File: config.mk
export PLATFORM = sky130hd
export DESIGN_NAME = hdlc_deframer_bit_sync_flat
export DESIGN_NICKNAME = d
export VERILOG_FILES = /design/src/design/hbs_pkg.sv /design/src/design/hbs_if.sv /design/src/design/hdlc_deframer_bit_sync.sv /design/src/design/hbs_sync.sv /design/src/design/hbs_deframe.sv /design/src/flat_wrapper.sv
export VERILOG_INCLUDE_DIRS = /design/src /design/src/design
export SDC_FILE = /design/constraint.sdc
export NUM_CORES = 1
export LEC_CHECK = 0
export ABC_AREA = 0
export BUFFER_PORTS_ARGS = -buffer_cell sky130_fd_sc_hd__clkbuf_2
export CAP_MARGIN = 5
export CORE_MARGIN = 2
export CORE_UTILIZATION = 42
export DETAILED_ROUTE_END_ITERATION = 10
export GPL_TIMING_DRIVEN = 0
export SLEW_MARGIN = 20
export SYNTH_ARGS = -nofsm -noshare
export SYNTH_HDL_FRONTEND = slang
export SYNTH_SLANG_ARGS = --single-unit
File: constraint.sdc
create_clock -name clock -period 5.1 [get_ports clock]
set_clock_uncertainty 0.2 [all_clocks]
set_input_delay 0.51 -clock clock [delete_from_list [all_inputs] [get_ports clock]]
set_output_delay 0.51 -clock clock [all_outputs]
set_load 0.005 [all_outputs]
File: src/design/hdlc_deframer_bit_sync_defines.svh
// Assertion macros for the HDLC bit-synchronizing deframer.
// Depends on a clock named clock and a synchronous reset named reset in the using module.
`ifndef HDLC_DEFRAMER_BIT_SYNC_DEFINES_SVH
`define HDLC_DEFRAMER_BIT_SYNC_DEFINES_SVH

`ifndef SYNTHESIS
`define HBS_ASSERT(label, prop, msg) \
   label: assert property (@(posedge clock) disable iff (reset) prop) else $error(msg);
`define HBS_ASSERT_NEXT(label, cause, effect, msg) \
   label: assert property (@(posedge clock) disable iff (reset) cause |=> effect) \
      else $error(msg);
`else
`define HBS_ASSERT(label, prop, msg)
`define HBS_ASSERT_NEXT(label, cause, effect, msg)
`endif

`endif

File: src/design/hbs_pkg.sv
// Shared types and constants for the HDLC bit-synchronizing deframer.
// No dependencies.
package hbs_pkg;

   localparam int unsigned SAMPLE_W = 1;
   localparam int unsigned KIND_W   = 2;
   localparam int unsigned BYTE_W   = 8;
   localparam int unsigned LEN_W    = 8;

   localparam logic [KIND_W-1:0] KIND_DATA  = 2'd0;
   localparam logic [KIND_W-1:0] KIND_FLAG  = 2'd1;
   localparam logic [KIND_W-1:0] KIND_ABORT = 2'd2;

   localparam logic [LEN_W-1:0]  BIT_LENGTH_RESET = 8'd32;
   localparam logic [7:0]        HISTORY_RESET    = 8'h55;
   localparam logic [7:0]        EDGE_FALL        = 8'hf0;
   localparam logic [7:0]        EDGE_RISE        = 8'h0f;
   localparam logic [LEN_W:0]    RELOAD_OFFSET    = 9'd4;

   localparam logic [7:0]        STUFF_ZERO = 8'h7c;
   localparam logic [7:0]        STUFF_ONE  = 8'h7d;
   localparam logic [7:0]        FLAG_BYTE  = 8'h7e;
   localparam logic [7:0]        ABORT_BYTE = 8'h7f;

   typedef struct packed {
      logic take;
      logic value;
   } bit_type;

   typedef struct packed {
      logic              valid;
      logic [KIND_W-1:0] kind;
      logic [BYTE_W-1:0] data;
   } result_type;

endpackage

File: src/design/hbs_if.sv
// Request and result channel interfaces of the HDLC bit-synchronizing deframer.
// Depends on hbs_pkg for field widths.
interface hbs_req_if;
   logic                             valid;
   logic                             ready;
   logic [hbs_pkg::SAMPLE_W-1:0]     sample_bit;

   modport source (output valid, output sample_bit, input ready);
   modport sink (input valid, input sample_bit, output ready);
endinterface

interface hbs_rsp_if;
   logic                             valid;
   logic                             ready;
   logic [hbs_pkg::KIND_W-1:0]       event_kind;
   logic [hbs_pkg::BYTE_W-1:0]       data_byte;

   modport source (output valid, output event_kind, output data_byte, input ready);
   modport sink (input valid, input event_kind, input data_byte, output ready);
endinterface

File: src/design/hdlc_deframer_bit_sync.sv
// HDLC bit-synchronizing deframer top level with input and result registers.
// A request is held in the input register, then its result is written to the result register once that is free.
// Throughput: one sample per cycle while the result register is not stalled.
// A request is held in the input register while the result register is stalled.
// Synchronous active-high reset clears the valid flags, resets the timing and HDLC state and sets bit_length to 32.
// Depends on hbs_pkg, hbs_if, hbs_sync, hbs_deframe and the defines header.
`include "hdlc_deframer_bit_sync_defines.svh"

module hdlc_deframer_bit_sync (
   input  logic                       clock,
   input  logic                       reset,
   input  logic                       csr_write_enable,
   input  logic [hbs_pkg::LEN_W-1:0]  csr_write_data,
   hbs_req_if.sink                    req_chan,
   hbs_rsp_if.source                  rsp_chan
);
   import hbs_pkg::*;

   logic [LEN_W-1:0]  bit_length_ff;
   logic              in_valid_ff;
   logic              in_valid_in;
   logic              in_bit_ff;
   logic              out_valid_ff;
   logic              out_valid_in;
   logic [KIND_W-1:0] out_kind_ff;
   logic [BYTE_W-1:0] out_data_ff;
   logic              out_free;
   logic              fire;
   bit_type           strobe;
   result_type        result;

   assign out_free       = !out_valid_ff || rsp_chan.ready;
   assign fire           = in_valid_ff && out_free;
   assign req_chan.ready = !in_valid_ff || fire;

   assign in_valid_in  = req_chan.valid || (in_valid_ff && !fire);
   assign out_valid_in = fire ? result.valid : (out_valid_ff && !rsp_chan.ready);

   hbs_sync u_sync (
      .clock      (clock),
      .reset      (reset),
      .advance    (fire),
      .sample     (in_bit_ff),
      .bit_length (bit_length_ff),
      .strobe     (strobe)
   );

   hbs_deframe u_deframe (
      .clock  (clock),
      .reset  (reset),
      .strobe (strobe),
      .result (result)
   );

   always_ff @(posedge clock) begin
      if (reset) begin
         bit_length_ff <= BIT_LENGTH_RESET;
         in_valid_ff   <= 1'b0;
         out_valid_ff  <= 1'b0;
      end else begin
         if (csr_write_enable) begin
            bit_length_ff <= csr_write_data;
         end
         in_valid_ff  <= in_valid_in;
         out_valid_ff <= out_valid_in;
      end
   end

   always_ff @(posedge clock) begin
      if (req_chan.valid && req_chan.ready) begin
         in_bit_ff <= req_chan.sample_bit[0];
      end
      if (fire && result.valid) begin
         out_kind_ff <= result.kind;
         out_data_ff <= result.data;
      end
   end

   assign rsp_chan.valid      = out_valid_ff;
   assign rsp_chan.event_kind = out_kind_ff;
   assign rsp_chan.data_byte  = out_data_ff;

   `HBS_ASSERT(a_marker_no_data, (out_valid_ff && out_kind_ff != KIND_DATA) |-> (out_data_ff == '0), "Flag or abort result carries a nonzero data byte.")
   `HBS_ASSERT(a_kind_legal, out_valid_ff |-> (out_kind_ff == KIND_DATA || out_kind_ff == KIND_FLAG || out_kind_ff == KIND_ABORT), "Result carries an undefined event kind.")
   `HBS_ASSERT(a_stall_cause, !req_chan.ready |-> (in_valid_ff && out_valid_ff && !rsp_chan.ready), "Request stalled without a blocked result.")
   `HBS_ASSERT_NEXT(a_result_lands, (fire && result.valid), out_valid_ff, "Produced result did not reach the result register.")

endmodule

File: src/design/hbs_sync.sv
// Bit timing recovery: sample history, transition detection and sample counter.
// Depends on hbs_pkg.
module hbs_sync (
   input  logic                       clock,
   input  logic                       reset,
   input  logic                       advance,
   input  logic                       sample,
   input  logic [hbs_pkg::LEN_W-1:0]  bit_length,
   output hbs_pkg::bit_type           strobe
);
   import hbs_pkg::*;

   logic [7:0]       history_ff;
   logic [7:0]       history_in;
   logic [LEN_W-1:0] counter_ff;
   logic [LEN_W-1:0] counter_in;
   logic [LEN_W:0]   next_count;
   logic             reload;
   logic             take;

   assign history_in = {history_ff[6:0], sample};
   assign reload     = (history_in == EDGE_FALL) || (history_in == EDGE_RISE);
   assign next_count = reload ? ({1'b0, bit_length >> 1} + RELOAD_OFFSET)
                              : ({1'b0, counter_ff} + {{LEN_W{1'b0}}, 1'b1});
   assign take       = next_count >= {1'b0, bit_length};
   assign counter_in = take ? '0 : next_count[LEN_W-1:0];

   assign strobe.take  = advance && take;
   assign strobe.value = sample;

   always_ff @(posedge clock) begin
      if (reset) begin
         history_ff <= HISTORY_RESET;
         counter_ff <= '0;
      end else if (advance) begin
         history_ff <= history_in;
         counter_ff <= counter_in;
      end
   end

endmodule

File: src/design/hbs_deframe.sv
// HDLC bit handling: zero destuffing, flag and abort detection, byte assembly.
// Depends on hbs_pkg.
module hbs_deframe (
   input  logic                clock,
   input  logic                reset,
   input  hbs_pkg::bit_type    strobe,
   output hbs_pkg::result_type result
);
   import hbs_pkg::*;

   logic [7:0]        bits_ff;
   logic [7:0]        bits_in;
   logic [7:0]        marks_ff;
   logic [7:0]        marks_in;
   logic [BYTE_W-1:0] shift_ff;
   logic [BYTE_W-1:0] shift_in;
   logic [2:0]        count_ff;
   logic [2:0]        count_in;
   logic [7:0]        bits_next;
   logic              is_stuff;
   logic              is_flag;
   logic              is_abort;

   assign bits_next = {bits_ff[6:0], strobe.value};
   assign is_stuff  = (bits_next == STUFF_ZERO) || (bits_next == STUFF_ONE);
   assign is_flag   = bits_next == FLAG_BYTE;
   assign is_abort  = bits_next == ABORT_BYTE;

   always_comb begin
      bits_in  = bits_ff;
      marks_in = marks_ff;
      shift_in = shift_ff;
      count_in = count_ff;
      result   = '0;
      if (strobe.take) begin
         bits_in  = bits_next;
         marks_in = {marks_ff[6:0], 1'b1};
         if (is_stuff) begin
            marks_in[1] = 1'b0;
         end
         if (is_flag || is_abort) begin
            marks_in     = '0;
            count_in     = '0;
            result.valid = 1'b1;
            result.kind  = is_flag ? KIND_FLAG : KIND_ABORT;
         end else if (marks_in[7]) begin
            shift_in = {shift_ff[BYTE_W-2:0], bits_next[7]};
            count_in = count_ff + 3'd1;
            if (count_ff == 3'd7) begin
               result.valid = 1'b1;
               result.kind  = KIND_DATA;
               result.data  = shift_in;
            end
         end
      end
   end

   always_ff @(posedge clock) begin
      if (reset) begin
         bits_ff  <= '0;
         marks_ff <= '0;
         shift_ff <= '0;
         count_ff <= '0;
      end else begin
         bits_ff  <= bits_in;
         marks_ff <= marks_in;
         shift_ff <= shift_in;
         count_ff <= count_in;
      end
   end

endmodule

File: src/flat_wrapper.sv
// flat-port wrapper written by rule: the top's interface ports become plain ports
module hdlc_deframer_bit_sync_flat import hbs_pkg::*;
  (clock, reset, csr_write_enable, csr_write_data, req_chan_valid, req_chan_sample_bit, req_chan_ready, rsp_chan_valid, rsp_chan_event_kind, rsp_chan_data_byte, rsp_chan_ready);
  hbs_req_if req_chan_i ();
  hbs_rsp_if rsp_chan_i ();
  input  logic clock;
  input  logic reset;
  input  logic csr_write_enable;
  input  logic [hbs_pkg::LEN_W-1:0] csr_write_data;
  input wire logic [$bits(req_chan_i.valid)-1:0] req_chan_valid;
  input wire logic [$bits(req_chan_i.sample_bit)-1:0] req_chan_sample_bit;
  output wire logic [$bits(req_chan_i.ready)-1:0] req_chan_ready;
  output wire logic [$bits(rsp_chan_i.valid)-1:0] rsp_chan_valid;
  output wire logic [$bits(rsp_chan_i.event_kind)-1:0] rsp_chan_event_kind;
  output wire logic [$bits(rsp_chan_i.data_byte)-1:0] rsp_chan_data_byte;
  input wire logic [$bits(rsp_chan_i.ready)-1:0] rsp_chan_ready;
  assign req_chan_i.valid = req_chan_valid;
  assign req_chan_i.sample_bit = req_chan_sample_bit;
  assign req_chan_ready = req_chan_i.ready;
  assign rsp_chan_valid = rsp_chan_i.valid;
  assign rsp_chan_event_kind = rsp_chan_i.event_kind;
  assign rsp_chan_data_byte = rsp_chan_i.data_byte;
  assign rsp_chan_i.ready = rsp_chan_ready;
  hdlc_deframer_bit_sync u_core (.clock(clock), .reset(reset), .csr_write_enable(csr_write_enable), .csr_write_data(csr_write_data), .req_chan(req_chan_i), .rsp_chan(rsp_chan_i));
endmodule
# Word-level counts from Yosys, hierarchy flattened
# Index checks and enable logic that the tools add are counted.
# totals
word_cells	60
regBits	60
out_inout_bits	12
# op_classes
n_eq_ne	7
n_reduce_logical	20
order_cmp	1
add_sub_neg	3
n_bitwise	4
muxes	13
# ops
op	n
2-to-1 mux 11 bit	3
== test 8 x 7 -> 1 bit (second input constant)	4
2-to-1 mux 8 bit	2
adder 8 x 1 -> 9 bit (second input constant)	1
greater-or-equal comparator 9 x 8 -> 1 bit	1
2-to-1 mux 3 bit	3
2-to-1 mux 9 bit	1
adder 7 x 3 -> 8 bit (second input constant)	1
== test 8 x 4 -> 1 bit (second input constant)	1
== test 8 bit (second input constant)	1
2-to-1 mux 7 bit	1
logical AND 1 bit	6
logical OR 1 bit	6
logical NOT 1 bit	4
NOT 1 bit	4
OR reduction 4 bit	1
adder 3 x 1 -> 3 bit (second input constant)	1
== test 3 bit (second input constant)	1
AND reduction 3 bit	1
2-to-1 mux 1 bit	2
2-to-1 mux 2 bit	1
AND reduction 2 bit	1
nonzero test 2 bit	1

# Depth between registers and ports, before layout
# Gate-level depths: netlist of run 1.
# logic_depth
ltp_word	7
mapped_depth	13
depth_no_buf	12

# Modules after synthesis
# From an unflattened synthesis of run 1, not the netlist that was laid out.
# hier_totals
hier_cells	311
hier_area_um2	3042.9
# by_module_without_submodules
mod	area_per_inst_um2	cells_per_inst	instances
hbs_sync	1239.9	152	1
hbs_deframe	1092.3	111	1
hdlc_deframer_bit_sync	710.7	48	1

# Worst setup path after synthesis of run 1
# OpenSTA, ideal clock, no wires.
# synth_timing
path_kind	reg2reg
from	register u_core.u_sync.history_ff[3]
to	register u_core.out_data_ff[0], in the netlist u_core.rsp_chan.data_byte[0], enable pin
stages_incl_launch_ff	11
arrival_time_ps	2821
setup_time_ps	381
n_path_buf	0
setup_slack_ps	1698
cell_sequence	dfxtp_1 -> or4_1 -> nor2_2 -> a21oi_2 -> mux2_2 -> ha_1 -> nand4_1 -> a21oi_1 -> o21ai_1 -> a31oi_4 -> a21boi_1
# synth_via
elab_chain_cells	7
elab_cells_between_ends	8
classes_between	1 x order compare; 2 x eq/ne; 2 x mux; 3 x reduce/logical
# synth_rtl
element	line_no	text
start: declaration	hbs_sync.sv:13	logic [7:0] history_ff;
start signal: assignment	hbs_sync.sv:36	history_ff <= history_in;
== test 8 bit or == test 8 x 4 -> 1 bit (tied branches)	hbs_sync.sv:22	assign reload = (history_in == EDGE_FALL) || (history_in == EDGE_RISE);
logical OR 1 bit *	hbs_sync.sv:22	
2-to-1 mux 9 bit *	hbs_sync.sv:23	assign next_count = reload ? ({1'b0, bit_length >> 1} + RELOAD_OFFSET)
greater-or-equal comparator 9 x 8 -> 1 bit *	hbs_sync.sv:25	assign take = next_count >= {1'b0, bit_length};
logical AND 1 bit *	hbs_sync.sv:28	assign strobe.take = advance && take;
2-to-1 mux 11 bit *	hbs_deframe.sv:35	if (strobe.take) begin
logical AND 1 bit *	hdlc_deframer_bit_sync.sv:73	if (fire && result.valid) begin
end signal: assignment	hdlc_deframer_bit_sync.sv:75	out_data_ff <= result.data;
end: declaration	hdlc_deframer_bit_sync.sv:26	logic [BYTE_W-1:0] out_data_ff;
# Every way passes the cells marked *; elsewhere a longest branch is shown, timed or not.
# A chain may end at the register's enable or synchronous reset.

# Worst setup path in the final report of run 1
# layout_timing
from	register u_core.in_bit_ff
to	register u_core.out_data_ff[5], in the netlist u_core.rsp_chan.data_byte[5], enable pin
# layout_via
elab_chain_cells	7
elab_cells_between_ends	12
classes_between	1 x order compare; 4 x eq/ne; 3 x mux; 4 x reduce/logical
# layout_rtl
element	line_no	text
start: declaration	hdlc_deframer_bit_sync.sv:22	logic in_bit_ff;
start signal: assignment	hdlc_deframer_bit_sync.sv:71	in_bit_ff <= req_chan.sample_bit[0];
== test 8 bit or == test 8 x 4 -> 1 bit (tied branches)	hbs_sync.sv:22	
logical OR 1 bit	hbs_sync.sv:22	
2-to-1 mux 9 bit	hbs_sync.sv:23	
greater-or-equal comparator 9 x 8 -> 1 bit	hbs_sync.sv:25	
logical AND 1 bit	hbs_sync.sv:28	
2-to-1 mux 11 bit *	hbs_deframe.sv:35	
logical AND 1 bit *	hdlc_deframer_bit_sync.sv:73	
# Marked as above.

==> flow_metrics.tcl, run 1 <==
set metrics [dict create \
    path_class "reg -> reg" \
    p_switching_uw 229 \
    cp-start-kind "register" \
    cp.arrival_ns 3.81 \
    crit_required_ns 4.85 \
    setup_viol 0 \
    die_y_um 84.8 \
    antenna_found_initial 0 \
    synth_edf_count 11 \
    dr.pass1.iters 4 \
    grt_pass1_wl_mm 8.78 \
    combPwrFrac 0.056 \
    io_pins 26 \
    synth_ff_type "dfxtp_1" \
    drive_above_1_share 0.154 \
    worstMarginPinSlew_ns 1.01 \
    htreeDepth 3 \
    critPathMaxFanout 11 \
    avgSynthCellArea_um2 9.63 \
    max_freq_mhz 246 \
    hold_class "in -> reg" \
    ir_drop_mv 0.216 \
    avgRoutedWirePerCell_um 12.7 \
    p_clk_frac 0.425 \
    grt_pass1_vias 1876 \
    rrSetupSlack_ns 1.04 \
    synth_cell_types 44 \
    synth_area_leaders "dfxtp_1 (36%), edfxtp_1 (12%), mux2i_1 (9.5%)" \
    cts_setup_buffers 0 \
    wl_met3_um 180 \
    routed.top_layer "met4" \
    cts_buffers 9 \
    n_antenna_cell 0 \
    hp-start "req_chan_sample_bit" \
    holdWs_ns 0.160 \
    postRouteAntennaNets 0 \
    fin_util 0.496 \
    hpwl_mm 3.76 \
    fp.dieW_um 84.8 \
    setup_tns_ns 0 \
    synthToLayoutAreaGrowth_pct 14.9 \
    outcome "complete, no violations" \
    period_needed_ns 4.06 \
    drtIter0Drc 94 \
    start_util 0.432 \
    netlist_instances 285 \
    path_clk_slew_ns 0.06 \
    synth_top_area_share 0.358 \
    cts_tree "done" \
    internal_power_uw 736 \
    hold_viol 0 \
    slew_headroom 0.325 \
    cts_root_buf "clkbuf_8" \
    syn_area_um2 2740 \
    cp-startpoint "u_core.in_bit_ff" \
    fill_cells 604 \
    rsz0062_at_grt "false" \
    fp.dieArea_um2 7200 \
    rr_endpoint "u_core.rsp_chan.data_byte[5]" \
    final_cells 402 \
    drcViolationCount 0 \
    reg2reg_depth 9 \
    placementRows 29 \
    yosysWarnings 0 \
    worstSetupEndpointType "register" \
    dr_wl_met2_mm 2.23 \
    p_leak_nw 1.18 \
    seq_power_share 0.519 \
    viasPerCell 4.96 \
    finalMaxSlewViolations 0 \
    r2r-start "u_core.in_bit_ff" \
    synth_area_leader_cell "dfxtp_1" \
    drt-total-wl_mm 5.10 \
    synth.net_count 311 \
    grt_use_total 0.154 \
    hold_depth 1 \
    via_count 1995 \
    gp_congestion 0.740 \
    finalWorstSetupSlack_ns 1.04 \
    min_to "u_core.in_bit_ff" \
    overflow 0 \
    cts_resized 0 \
    cts_sinks 60 \
    period_share 0.796 \
    core_area_um2 6350 \
    p_per_area_nw_per_um2 306 \
    grt_max_degree 12 \
    drv_cap 0 \
    ys_seq_area_frac 0.478 \
    dpl.cell_count 386 \
    switching_share 0.237 \
    postCtsHoldBufs 0 \
    ys_seq_elements 60 \
    dp_worst_setup_slack_ns 1.00 \
    clk_latency_ns 0.33 \
    cts.path.max_buffers 2 \
    fin_nets 346 \
    synthArstFlopShare 0 \
    met1_length_mm 2.60 \
    port_buffers 24 \
]
-- cell usage after synthesis (all sizes together), types with 2 or more instances --
cell type and instances:
a21oi 16, a22oi 7, a32o 2, and2 10
and3 2, and4 2, buf 5, clkbuf 7
dfxtp 49, edfxtp 11, ha 12, inv 10
mux2 2, mux2i 26, nand2 36, nand2b 7
nand3 14, nand3b 2, nand4 3, nor2 29
nor2b 4, nor3 2, o211ai 2, o21ai 4
xnor2 8
-- power by group through the flow --
stage,Clock [mW],Sequential [mW],Combinational [mW]
6_report,0.410,0.501,0.0541
4_1_cts,0.421,0.501,0.0551
3_3_place_gp,0,0.511,0.0544
2_1_floorplan,0,0.508,0.0394
3_5_place_dp,0,0.511,0.0547
5_1_grt,0.444,0.502,0.0620
-- registers in the layout, summed over array words and instances (netlist names) --
| register | cells |
|---|---|
| u_core.bit_length_ff | 8 |
| u_core.rsp_chan.data_byte | 8 |
| u_core.u_sync.counter_ff | 8 |
| u_core.u_deframe.bits_ff | 7 |
| u_core.u_deframe.marks_ff | 7 |
| u_core.u_deframe.shift_ff | 7 |
| u_core.u_sync.history_ff | 7 |
| u_core.u_deframe.count_ff | 3 |
| u_core.rsp_chan.event_kind | 2 |
| u_core.in_bit_ff | 1 |
| u_core.in_valid_ff | 1 |
| u_core.rsp_chan.valid | 1 |
-- kinds of logic after synthesis --
logic type	count (synthesis)	synth area share
fa+ha+maj	12	0.0547
mux	28	0.103
flops	60	0.478
compound gates	37	0.0917
buf+inv	23	0.0351
xor+xnor	9	0.0287
simple gates	116	0.209
-- stage by stage --
stage / cell area [um2] / total power [mW]
CTS: 3150 / 0.977
floorplan: 2740 / 0.548
finish: 3150 / 0.964
global placement: 2960 / 0.565
global route: 3150 / 1.01
detailed placement: 2960 / 0.566
-- worst max path at each step --
stage | end | slack (ns) | depth (start not counted)
3_5_place_dp | u_core.rsp_chan.data_byte[6] | 1.00 | 9
3_3_place_gp | u_core.rsp_chan.data_byte[7] | 1.06 | 10
4_1_cts | u_core.rsp_chan.data_byte[5] | 0.98 | 9
5_1_grt | u_core.rsp_chan.data_byte[7] | 0.68 | 9
6_report | u_core.rsp_chan.data_byte[5] | 1.04 | 9
2_1_floorplan | u_core.rsp_chan.data_byte[0] | 1.70 | 10
-- final cells by class --
class,count,area [um2],area share
clock buffers,9,124,0.0393
flip-flops and latches,60,1310,0.416
repair buffers,24,120,0.0381
multi-input cells,202,1340,0.424
clock inverters,7,67.6,0.0214
plain buffers,12,55.1,0.0175
well taps,77,96.3,0.0306
inverters,11,41.3,0.0131
-- cells in the final DEF (no fill, tap or decap), drive strengths merged, types with 7 or more instances in the layout --
| master | count |
|---|---|
| a21oi | 16 |
| a22oi | 7 |
| and2 | 10 |
| clkbuf | 40 |
| dfxtp | 49 |
| edfxtp | 11 |
| ha | 12 |
| inv | 10 |
| mux2i | 26 |
| nand2 | 36 |
| nand2b | 7 |
| nand3 | 14 |
| nor2 | 29 |
| xnor2 | 8 |
-- critical path, cell delays in order (launching register included) --
cell and delay, ns:
edfxtp_1 0.51, nor4_1 0.50, a21oi_2 0.27, mux2_2 0.35
ha_1 0.27, nand4_1 0.13, a21oi_1 0.16, o21ai_1 0.15
a31oi_4 0.27, a21boi_1 0.86
-- layer usage --
| layer | up-vias | track usage |
|---|---|---|
| met4 | 0 | 0.0693 |
| li1 | 1056 | - |
| met3 | 9 | 0.0360 |
| met1 | 896 | 0.209 |
| met2 | 34 | 0.237 |
| met5 | - | 0 |
(Power assumes the default switching activity.)
==> inputs of run 2 (changes only) <==
- ABC_AREA: 0 -> 1
- clock period: 5.1 -> 3.4 ns (I/O delays scaled with it)
==> flow_metrics.tcl, run 2 <==
set metrics [dict create \
    placed_area_um2 3100 \
    cts.path.max_buffers 2 \
    ys_top_cells_by_count "nand2_1 (84), dfxtp_1 (49), a21oi_1 (36)" \
    postRouteAntennaNets 0 \
    cp-start-kind "register" \
    holdWs_ns 0.0166 \
    cp.arrival_ns 2.93 \
    max_freq_mhz 325 \
    critPathMaxFanout 10 \
    synth_area_leaders "dfxtp_1 (34%), edfxtp_1 (11%), nand2_1 (11%)" \
    period_share 0.906 \
    multi_input_area_um2 1370 \
    slew_headroom 0.601 \
    period_needed_ns 3.08 \
    grt_use_total 0.170 \
    synthToLayoutAreaGrowth_pct 16.6 \
    clk_latency_ns 0.35 \
    final_cells 473 \
    core_area_um2 6720 \
    cp_num_buf_inv 5 \
    yosysWarnings 0 \
    ys_seq_elements 60 \
    synth.net_count 376 \
    critPathTopFamily "simple AND/OR/NAND/NOR gates" \
    fp.dieW_um 86.8 \
    drt-total-wl_mm 5.86 \
    path_cells "inv_1 > nand2_1 > nor2_1 > nand2_1 > nand2_1 > clkbuf_4 > o21ai_0 > ha_1 > nand2_1 > inv_1 > nand2_1 > nand2_1 > nand2_1 > nand2_1 > nand2_1 > a21oi_4 > buf_6 > nand3_4 > clkinvlp_4" \
    p_leak_nw 1.34 \
    layout_common_cells "nand2_1 (84), dfxtp_1 (49), a21oi_1 (36)" \
    drtIter0Drc 135 \
    drive_above_1_share 0.198 \
    n_antenna_cell 0 \
    synth_top_area_share 0.341 \
    finalMaxSlewViolations 0 \
    synth_cell_types 34 \
    syn_area_um2 2880 \
    synth_ff_type "dfxtp_1" \
    grt_pass1_wl_mm 9.87 \
    ir_drop_mv 0.191 \
    drv_cap 0 \
    io_pins 26 \
    hpwl_mm 4.11 \
    area.sequential_um2 1310 \
    overflow 0 \
    grt_pass1_vias 2144 \
    crit_top_cell "nand2_1" \
    antenna_found_initial 0 \
    path_class "reg -> reg" \
    avgSynthCellArea_um2 8.22 \
    p_total_mw 1.57 \
    port_buffers 25 \
    cpMaxStageDelayCell "dfxtp_1" \
    hold_class "in -> reg" \
    worstSetupEndpointType "register" \
    cts_sinks 60 \
    htreeDepth 3 \
    placementRows 30 \
    fin_nets 414 \
    finalWorstSetupSlack_ns 0.320 \
    avgRoutedWirePerCell_um 12.4 \
    fin_area_um2 3360 \
    outcome "complete, no violations" \
    cts_root_buf "clkbuf_8" \
    hold_viol 0 \
    viasPerCell 4.94 \
    fill_cells 646 \
    path_clk_slew_ns 0.07 \
    ys_seq_area_frac 0.456 \
    dpl.cell_count 455 \
    synth_edf_count 11 \
    crit_required_ns 3.25 \
    dp_worst_setup_slack_ns 0.122 \
    synthArstFlopShare 0 \
    drcViolationCount 0 \
    cts_buffers 9 \
    synth_area_leader_cell "dfxtp_1" \
    netlist_instances 350 \
    gp_congestion 0.807 \
    fin_util 0.499 \
    p_per_area_nw_per_um2 466 \
    layout_commonest_cell "nand2_1" \
    dr.pass1.iters 4 \
    critical_path.max_stage_delay_ns 0.35 \
    setup_tns_ns 0 \
    setup_viol 0 \
    via_count 2337 \
    cts_tree "done" \
    grt_max_degree 12 \
    worstMarginPinSlew_ns 0.598 \
    die_y_um 86.8 \
    rsz0062_at_grt "false" \
    start_util 0.428 \
    synthMostInstantiatedCell "nand2_1" \
    fp.dieArea_um2 7530 \
]
==> run 2: cell types whose count changed after synthesis, moves of 4 or more <==
| cell | delta |
|---|---|
| and2_1 | -10 |
| nor2b_1 | -4 |
| nand2b_1 | -7 |
| mux2i_1 | -25 |
| a21oi_2 | +6 |
| a22oi_1 | -7 |
| nand2_1 | +48 |
| o21ai_0 | +19 |
| nand4_2 | +9 |
| inv_2 | +5 |
| a21oi_1 | +21 |
| xnor2_1 | -7 |
| xor2_1 | +6 |
| inv_1 | +19 |
==> run 2: what timing repair did <==
action | 4_1_cts | 5_1_grt
endpoints found under the hold margin | 1 | 0
buffers inserted | 0 | 0
hold buffers | 1 | 0
setup endpoints to repair | 0 | 10
resized for setup | 0 | 6
==> run 2: cells by family (layout without fill, tap and decap cells) <==
group	after synthesis	in the layout	synth area share
AND/OR/NAND/NOR	147	147	0.247
AO/OA/AOI/OAI	73	73	0.145
flip-flops	60	60	0.456
buffers and inverters	49	92	0.0717
adder cells (fa/ha/maj)	12	12	0.0522
XOR/XNOR	8	8	0.0243
multiplexers	1	1	0.00348
==> run 2: metal layers <==
| layer | track usage | vias up | routed length, um |
|---|---|---|---|
| li1 | - | 1234 | - |
| met1 | 0.227 | 1062 | 3020 |
| met2 | 0.256 | 32 | 2500 |
| met3 | 0.0552 | 9 | 224 |
| met4 | 0.0653 | 0 | 117 |
| met5 | 0 | - | 0 |
==> run 2: cell type report <==
type | count | area share
multi-input combinational | 241 | 0.409
sequential | 60 | 0.391
clock buffer | 11 | 0.0421
timing repair buffer | 26 | 0.0403
inverter | 35 | 0.0403
tap | 80 | 0.0298
buffer | 14 | 0.0231
clock inverter | 5 | 0.0227
timing repair inverter | 1 | 0.00224
==> run 2: final timing paths <==
path / slack [ns] / endpoint / cells past startpoint / start
setup / recovery: 0.32 / u_core.rsp_chan.data_byte[5] / 19 / u_core.u_sync.history_ff[4]
hold / removal: 0.02 / u_core.bit_length_ff[5] / 3 / csr_write_data[5]
setup reg to reg: 0.32 / u_core.rsp_chan.data_byte[5] / 19 / u_core.u_sync.history_ff[4]
hold reg to reg: 0.26 / u_core.u_deframe.marks_ff[4] / 2 / u_core.u_deframe.marks_ff[3]
==> run 2: report_power, final <==
| group | internal (mW) | total (mW) | switching [mW] |
|---|---|---|---|
| logic | 0.0355 | 0.0997 | 0.0643 |
| clock network | 0.429 | 0.713 | 0.284 |
| registers | 0.739 | 0.752 | 0.0131 |
==> run 2: worst register-to-register path, cell delays in order, from the launching register on <==
cell and delay, ns:
dfxtp_1 0.35, inv_1 0.08, nand2_1 0.05, nor2_1 0.13
nand2_1 0.08, nand2_1 0.09, clkbuf_4 0.20, o21ai_0 0.14
ha_1 0.30, nand2_1 0.09, inv_1 0.07, nand2_1 0.05
nand2_1 0.05, nand2_1 0.05, nand2_1 0.06, nand2_1 0.14
a21oi_4 0.21, buf_6 0.17, nand3_4 0.12, clkinvlp_4 0.17
==> inputs of run 3 (changes only) <==
- SLEW_MARGIN: 20 -> unset
- SYNTH_HIERARCHICAL: unset -> 1
==> flow_metrics.tcl, run 3 <==
set metrics [dict create \
    hpwl_mm 4.70 \
    cp-start-kind "register" \
    io_pins 26 \
    setup_viol 0 \
    finalMaxSlewViolations 0 \
    placementRows 30 \
    n_antenna_cell 0 \
    path_cells "nand2_1 > inv_1 > nand2_1 > nor2_1 > nor2_4 > nand2_1 > nand2_2 > inv_2 > ha_4 > nand2_2 > nor2_2 > nand2_1 > nand2_1 > nand2_2 > a21oi_4 > nand2_2 > inv_2 > nand3_4 > o21ai_2 > inv_2 > nor3_4 > clkbuf_16" \
    syn_area_um2 2990 \
    period_needed_ns 3.38 \
    synth.net_count 436 \
    ir_drop_mv 0.244 \
    path_class "reg -> reg" \
    cts_sinks 60 \
    yosysWarnings 6 \
    rsz0062_at_grt "true" \
    synthToLayoutAreaGrowth_pct 24.4 \
    fp.dieW_um 88.3 \
    antenna_found_initial 0 \
    synthMostInstantiatedCell "nand2_1" \
    drive_above_1_share 0.226 \
    slew_headroom 0.686 \
    drtIter0Drc 179 \
    die_y_um 88.3 \
    avgRoutedWirePerCell_um 12.0 \
    cpMaxStageDelayCell "edfxtp_1" \
    grt_pass1_vias 2432 \
    cts_buffers 9 \
    synth_area_leaders "dfxtp_1 (33%), nand2_1 (13%), edfxtp_1 (11%)" \
    viasPerCell 4.78 \
    start_util 0.437 \
    worstSetupEndpointType "register" \
    holdWs_ns 0.0257 \
    critPathMaxFanout 8 \
    synth_cell_types 32 \
    drv_cap 0 \
    via_count 2678 \
    hold_class "in -> reg" \
    drt-total-wl_mm 6.70 \
    drcViolationCount 0 \
    outcome "complete, no violations" \
    fin_util 0.544 \
    clk_latency_ns 0.34 \
    synth_area_leader_cell "dfxtp_1" \
    cp.arrival_ns 3.26 \
    hold_viol 0 \
    port_buffers 25 \
    synthArstFlopShare 0 \
    area.sequential_um2 1310 \
    critical_path.max_stage_delay_ns 0.44 \
    cts_root_buf "clkbuf_8" \
    fill_cells 683 \
    ys_seq_area_frac 0.439 \
    max_freq_mhz 295 \
    gp_congestion 0.816 \
    path_clk_slew_ns 0.07 \
    postRouteAntennaNets 0 \
    synth_ff_type "dfxtp_1" \
    ys_top_cells_by_count "nand2_1 (103), nor2_1 (61), dfxtp_1 (49)" \
    multi_input_area_um2 1540 \
    grt_max_degree 14 \
    fin_nets 485 \
    core_area_um2 6830 \
    ys_seq_elements 60 \
    synth_top_area_share 0.328 \
    synth_edf_count 11 \
    dpl.cell_count 531 \
    p_per_area_nw_per_um2 447 \
    p_leak_nw 1.67 \
    fin_area_um2 3710 \
    grt_pass1_wl_mm 10.7 \
    htreeDepth 3 \
    layout_common_cells "nand2_1 (90), nor2_1 (58), dfxtp_1 (49)" \
    grt_use_total 0.181 \
    crit_top_cell "nand2_1" \
    period_share 0.995 \
    netlist_instances 410 \
    layout_commonest_cell "nand2_1" \
    cts_tree "done" \
    p_total_mw 1.66 \
    cts.path.max_buffers 2 \
    worstMarginPinSlew_ns 0.471 \
    crit_required_ns 3.27 \
    fp.dieArea_um2 7800 \
    avgSynthCellArea_um2 7.28 \
    placed_area_um2 3240 \
    final_cells 560 \
    overflow 0 \
    dr.pass1.iters 4 \
]
## run 3: logic make-up (layout without fill, tap and decap cells)
logic type | Yosys count | in the layout | synth area share
adder cells (fa/ha/maj) | 12 | 12 | 0.0503
AND/OR/NAND/NOR | 231 | 231 | 0.336
XOR/XNOR | 4 | 4 | 0.0117
flip-flops | 60 | 60 | 0.439
buffers and inverters | 60 | 114 | 0.0838
AO/OA/AOI/OAI | 43 | 43 | 0.0788
## run 3: where the power goes
part,total (mW),leakage [nW],switching (mW),internal (mW)
sequential,0.771,0.479,0.0246,0.746
combinational,0.166,1.08,0.0974,0.0687
clock,0.722,0.110,0.306,0.416
total,1.66,1.67,0.428,1.23
## run 3: repair_timing
| action | CTS | global route |
|---|---|---|
| hold buffers | 3 | 0 |
| cloned | 0 | 1 |
| hold endpoints to repair | 3 | 0 |
| buffers inserted | 3 | 7 |
| resized for setup | 2 | 31 |
| setup endpoints to repair | 13 | 22 |
| pin swaps | 2 | 16 |
## run 3: worst max-delay path: cells and delay by family, from the launching register on
| family | cells | cell delay [ns] |
|---|---|---|
| adder cells (fa/ha/maj) | 1 | 0.26 |
| buffers and inverters | 5 | 0.41 |
| AO/OA/AOI/OAI | 2 | 0.27 |
| flip-flops | 1 | 0.44 |
| AND/OR/NAND/NOR | 14 | 1.50 |
## run 3: metrics by stage
stage          setup TNS, ns  setup slack [ns]
6_report                   0            0.0156
5_1_grt                -1.98            -0.216
4_1_cts                    0            0.0807
3_5_place_dp           -7.04            -0.686
3_3_place_gp           -6.74            -0.659
2_1_floorplan              0            0.0366
## run 3: per-layer routing
layer | GRT usage | up-vias | wire length [um]
met5 | 0 | - | 0
met1 | 0.229 | 1234 | 3160
li1 | - | 1402 | -
met2 | 0.292 | 31 | 3190
met4 | 0.0882 | 0 | 133
met3 | 0.0401 | 11 | 218
## run 3: worst paths after layout
kind / startpoint / endpoint / slack (ns) / cells past startpoint
min: csr_write_data[4] / u_core/bit_length_ff[4] / 0.03 / 3
max: u_core/in_bit_ff / u_core/rsp_chan.data_byte[1] / 0.02 / 22
max reg2reg: u_core/in_bit_ff / u_core/rsp_chan.data_byte[1] / 0.02 / 22
min reg2reg: u_core/u_deframe/shift_ff[4] / u_core/u_deframe/shift_ff[4] / 0.26 / 2
## run 3: area by class of cell
| type | count | share of cell area |
|---|---|---|
| Buffer | 11 | 0.0192 |
| Clock buffer | 9 | 0.0333 |
| Clock inverter | 7 | 0.0266 |
| Inverter | 49 | 0.0498 |
| Multi-Input combinational cell | 290 | 0.415 |
| Sequential cell | 60 | 0.353 |
| Tap cell | 96 | 0.0323 |
| Timing Repair Buffer | 38 | 0.0711 |
